## src/lphm_pkg.sv

```systemverilog
package lphm_pkg;

    localparam int TABLE_SLOTS = 1024;
    localparam int IDX_W       = $clog2(TABLE_SLOTS);
    localparam int OCC_W       = IDX_W + 1;
    localparam int HALF_SLOTS  = TABLE_SLOTS / 2;

    localparam int KEY_W = 64;
    localparam int VAL_W = 64;

    // The low IDX_W bits and the top IDX_W bits of the mixed word are XORed into the slot index.
    localparam int MIX_SHIFT = 29;
    localparam int HASH_W    = MIX_SHIFT + IDX_W;
    localparam int HASH_LO_W = (HASH_W + 1) / 2;
    localparam int HASH_HI_W = HASH_W - HASH_LO_W;
    localparam logic [63:0] MIX_CONST = 64'h9E3779B97F4A7C15;

    localparam logic REQ_INSERT = 1'b0;
    localparam logic REQ_FIND   = 1'b1;

    localparam logic [1:0] ST_OK        = 2'd0;
    localparam logic [1:0] ST_NOT_FOUND = 2'd1;
    localparam logic [1:0] ST_FULL      = 2'd2;

    typedef struct packed {
        logic             done;
        logic [IDX_W-1:0] home;
    } hash_rsp_t;

endpackage

```

## src/lphm_hash.sv

```systemverilog
module lphm_hash (
    input  logic                   clk,
    input  logic                   rst_n,
    input  logic                   start,
    input  logic [63:0]            key,
    output lphm_pkg::hash_rsp_t    rsp
);

    localparam int W  = lphm_pkg::HASH_W;
    localparam int LO = lphm_pkg::HASH_LO_W;
    localparam int HI = lphm_pkg::HASH_HI_W;

    localparam logic [1:0] STEP_LL  = 2'd0;
    localparam logic [1:0] STEP_LH  = 2'd1;
    localparam logic [1:0] STEP_HL  = 2'd2;
    localparam logic [1:0] STEP_SUM = 2'd3;

    localparam logic [LO-1:0] C_LO = lphm_pkg::MIX_CONST[LO-1:0];
    localparam logic [LO-1:0] C_HI = LO'(lphm_pkg::MIX_CONST[W-1:LO]);

    logic          busy_reg, busy_next;
    logic [1:0]    step_reg, step_next;
    logic [LO-1:0] op_a, op_b;
    logic [2*LO-1:0] prod;
    logic [W-1:0]  p_ll_reg;
    logic [HI-1:0] p_x_reg;
    logic [W-1:0]  mix;

    always_comb
    begin
        case (step_reg)
            STEP_LL:
            begin
                op_a = key[LO-1:0];
                op_b = C_LO;
            end
            STEP_LH:
            begin
                op_a = key[LO-1:0];
                op_b = C_HI;
            end
            default:
            begin
                op_a = LO'(key[W-1:LO]);
                op_b = C_LO;
            end
        endcase
    end

    assign prod = op_a * op_b;
    assign mix  = p_ll_reg + {p_x_reg, {LO{1'b0}}};

    always_comb
    begin
        busy_next = busy_reg;
        step_next = step_reg;
        if (start)
        begin
            busy_next = 1'b1;
            step_next = STEP_LL;
        end
        else if (busy_reg)
        begin
            step_next = step_reg + 2'd1;
            if (step_reg == STEP_SUM)
            begin
                busy_next = 1'b0;
            end
        end
    end

    always_ff @(posedge clk or negedge rst_n)
    begin
        if (!rst_n)
        begin
            busy_reg <= 1'b0;
            step_reg <= STEP_LL;
        end
        else
        begin
            busy_reg <= busy_next;
            step_reg <= step_next;
        end
    end

    always_ff @(posedge clk)
    begin
        if (busy_reg)
        begin
            case (step_reg)
                STEP_LL: p_ll_reg <= prod[W-1:0];
                STEP_LH: p_x_reg  <= prod[HI-1:0];
                STEP_HL: p_x_reg  <= p_x_reg + prod[HI-1:0];
                default: ;
            endcase
        end
    end

    assign rsp.done = busy_reg && (step_reg == STEP_SUM);
    assign rsp.home = mix[lphm_pkg::IDX_W-1:0] ^ mix[W-1:lphm_pkg::MIX_SHIFT];

endmodule

```

## config.mk

```make
export PLATFORM = sky130hd
export DESIGN_NAME = lphm_hash
export DESIGN_NICKNAME = d
export VERILOG_FILES = /design/src/lphm_pkg.sv /design/src/lphm_hash.sv
export SDC_FILE = /design/constraint.sdc
export NUM_CORES = 1
export LEC_CHECK = 0
export BUFFER_PORTS_ARGS = -buffer_cell sky130_fd_sc_hd__buf_2
export CORE_MARGIN = 2
export CORE_UTILIZATION = 55
export DETAILED_ROUTE_END_ITERATION = 8
export PLACE_DENSITY = 0.73
export SLEW_MARGIN = 20
export SYNTH_ARGS = -nofsm -noshare
export SYNTH_HDL_FRONTEND = slang
export SYNTH_SLANG_ARGS = --single-unit
```

## constraint.sdc

```tcl
create_clock -name clk -period 12.9 [get_ports clk]
set_clock_uncertainty 0.1 [all_clocks]
set_input_delay 1.935 -clock clk [delete_from_list [all_inputs] [get_ports clk]]
set_output_delay 1.935 -clock clk [all_outputs]
set_load 0.02 [all_outputs]
```

==> flow_summary.json <==
{
  "crit_arrival_ps": 9030,
  "cp-start-kind": "input pin",
  "n_antenna_cell": 0,
  "nFillCells": 2148,
  "slew_viol_final": 0,
  "chipWidth_um": 163,
  "synth_edf_count": 48,
  "min_path_type": "reg2reg",
  "dp_slack_ps": 3590,
  "wl_met2_mm": 15.2,
  "clk_path_buf_depth": 2,
  "netlist_area_sq_um": 13900,
  "yosys_warnings": 0,
  "async_reset_ff_share_pct": 5.88,
  "grt_pass1_wl_mm": 49.9,
  "dp_hpwl_mm": 27.6,
  "die_h_um": 163,
  "ys.flop_type": "edfxtp_1",
  "clock_latency_ps": 290,
  "drtIter0Drc": 537,
  "cts_tree": "built",
  "synth_nets": 1942,
  "wl_met3_mm": 1.73,
  "coreArea_sq_um": 25000,
  "critPathMaxStageDelay_ps": 500,
  "crit_type": "in2reg",
  "drc": 0,
  "largest_register_ff_count": 29,
  "wl_mm": 30.7,
  "crit_slowest_cell": "fa_1",
  "crit_required_ps": 12820,
  "drive_gt1_share_pct": 7.22,
  "vias": 9393,
  "grt_pass1_vias": 9716,
  "status": "finished clean",
  "cts_root_buffer": "clkbuf_16",
  "dr.pass1.iters": 5,
  "cts.sinks": 51,
  "wl_per_cell_um": 17.3,
  "finalHoldViolations": 0,
  "slew_headroom_pct": 31.5,
  "yosysUniqueCellTypes": 53,
  "most-common-layout-cells": "inv_1 (387), fa_1 (253), ha_1 (231)",
  "fin_setup_tns_ps": 0,
  "syn_avg_cell_area_sq_um": 10.0,
  "yosysSeqAreaShare_pct": 10.9,
  "setup_ws_ps": 3790,
  "ios": 78,
  "synthCells": 1391,
  "cts_resized": 0,
  "postCtsSetupRepairBufs": 0,
  "cp_max_fo": 6,
  "gr-total-overflow": 0,
  "nNetsFinal": 1991,
  "viasPerCell": 5.30,
  "cts_buffers": 5,
  "area_growth_pct": 5.64,
  "die_area_sq_um": 26600,
  "ys_ff_latch": 51,
  "initial_core_util_pct": 55.7,
  "hold_buffers": 0,
  "drv_cap": 0,
  "routed.top_layer": "met4",
  "layout_commonest_cell": "inv_1",
  "gp_congestion": 0.946,
  "rsz0062_at_grt": "false",
  "tightest_slew_ps": 1030,
  "antenna_found_initial": 0,
  "htreeDepth": 2,
  "io_buffers": 52,
  "clkTransAtPathRegs_ps": 60,
  "grt_usage_pct": 24.3,
  "fmax_ghz": 0.110,
  "wl_met1_mm": 13.3,
  "setup_viol": 0,
  "ant_nets": 0,
  "grt_start_max_net_pins": 47,
  "end_kind": "register",
  "finalCritPeriodShare_pct": 70.7,
  "row_count": 58,
  "period_needed_ps": 9110
}
[logic make-up after synthesis]
family | share of synthesized area (%)
fa+ha+maj | 57.1
other cells | 0.0269
mux | 2.32
buf+inv | 10.8
compound gates | 7.98
simple gates | 5.83
flops | 10.9
xor+xnor | 5.02
[worst max-delay path, delay by kind of cell]
kind	cells	cell delay, ps
AOI/OAI and AO/OA	7	1380
xor gates and xnor gates	2	450
adders and majority gates	9	3870
buffers and inverters	6	550
muxes	1	460
and+or+nand+nor	3	350
[path summary, 6_finish.rpt]
kind,from,to,slack (ps),cells past startpoint
max,key[29],p_x_reg[17]$_DFFE_PP_,3790,28
min,step_reg[1]$_DFFE_PN0P_,step_reg[1]$_DFFE_PN0P_,490,2
max reg2reg,step_reg[1]$_DFFE_PN0P_,p_x_reg[17]$_DFFE_PP_,3960,32
min reg2reg,step_reg[1]$_DFFE_PN0P_,step_reg[1]$_DFFE_PN0P_,490,2
max in group asynchronous,rst_n,step_reg[0]$_DFFE_PN0P_,11260,1
min in group asynchronous,rst_n,busy_reg$_DFF_PN0_,1330,1
[metrics by stage]
step	utilization, %	instances	hold slack, ps	instance area (sq um)
finish	58.8	1771	495	14700
global route	58.8	1771	559	14700
CTS	58.8	1771	502	14700
detailed placement	58.3	1763	487	14600
global placement	58.3	1763	465	14600
floorplan	-	1391	433	13900
[final cells by class]
cell class | instances | area (sq um) | share of cell area, %
sequential | 51 | 1520 | 10.3
tap | 330 | 413 | 2.80
multi-input combinational | 939 | 10900 | 74.1
clock buffer | 6 | 129 | 0.875
clock inverter | 2 | 13.8 | 0.0934
timing repair buffer | 55 | 283 | 1.92
inverter | 388 | 1460 | 9.89
[Yosys cell counts (all sizes together) (2+ instances only)]
master / n / area share, %
inv: 387 / 10
fa: 253 / 36
ha: 231 / 21
nand2: 65 / 1.7
a21oi: 61 / 2.3
xnor2: 59 / 3.7
edfxtp: 48 / 10
o21ai: 29 / 1.1
nor2: 28 / 0.75
xor2: 21 / 1.3
a21o: 20 / 1.1
mux2i: 20 / 1.4
or2: 20 / 0.90
o21bai: 13 / 0.70
mux2: 11 / 0.89
nand2b: 11 / 0.49
a31oi: 10 / 0.45
clkbuf: 9 / 0.25
nand3: 9 / 0.32
and2: 8 / 0.36
nand4: 8 / 0.36
o21a: 8 / 0.43
nor2b: 7 / 0.31
nor3: 7 / 0.25
o22ai: 5 / 0.22
a211oi: 4 / 0.22
buf: 4 / 0.13
o211ai: 4 / 0.22
and3: 3 / 0.13
dfrtp: 3 / 0.54
o2111ai: 3 / 0.23
o221ai: 3 / 0.19
a211o: 2 / 0.13
nand3b: 2 / 0.11
o31ai: 2 / 0.11
or3: 2 / 0.090
[metal layers]
metal / track usage, % / vias to the layer above
li1: - / 4459
met1: 33.1 / 4646
met2: 42.1 / 252
met3: 3.76 / 36
met4: 3.94 / 0
met5: 0 / -
Power is not shown: default switching activity piles up to over one toggle a cycle in this logic, so the estimate is an artifact.
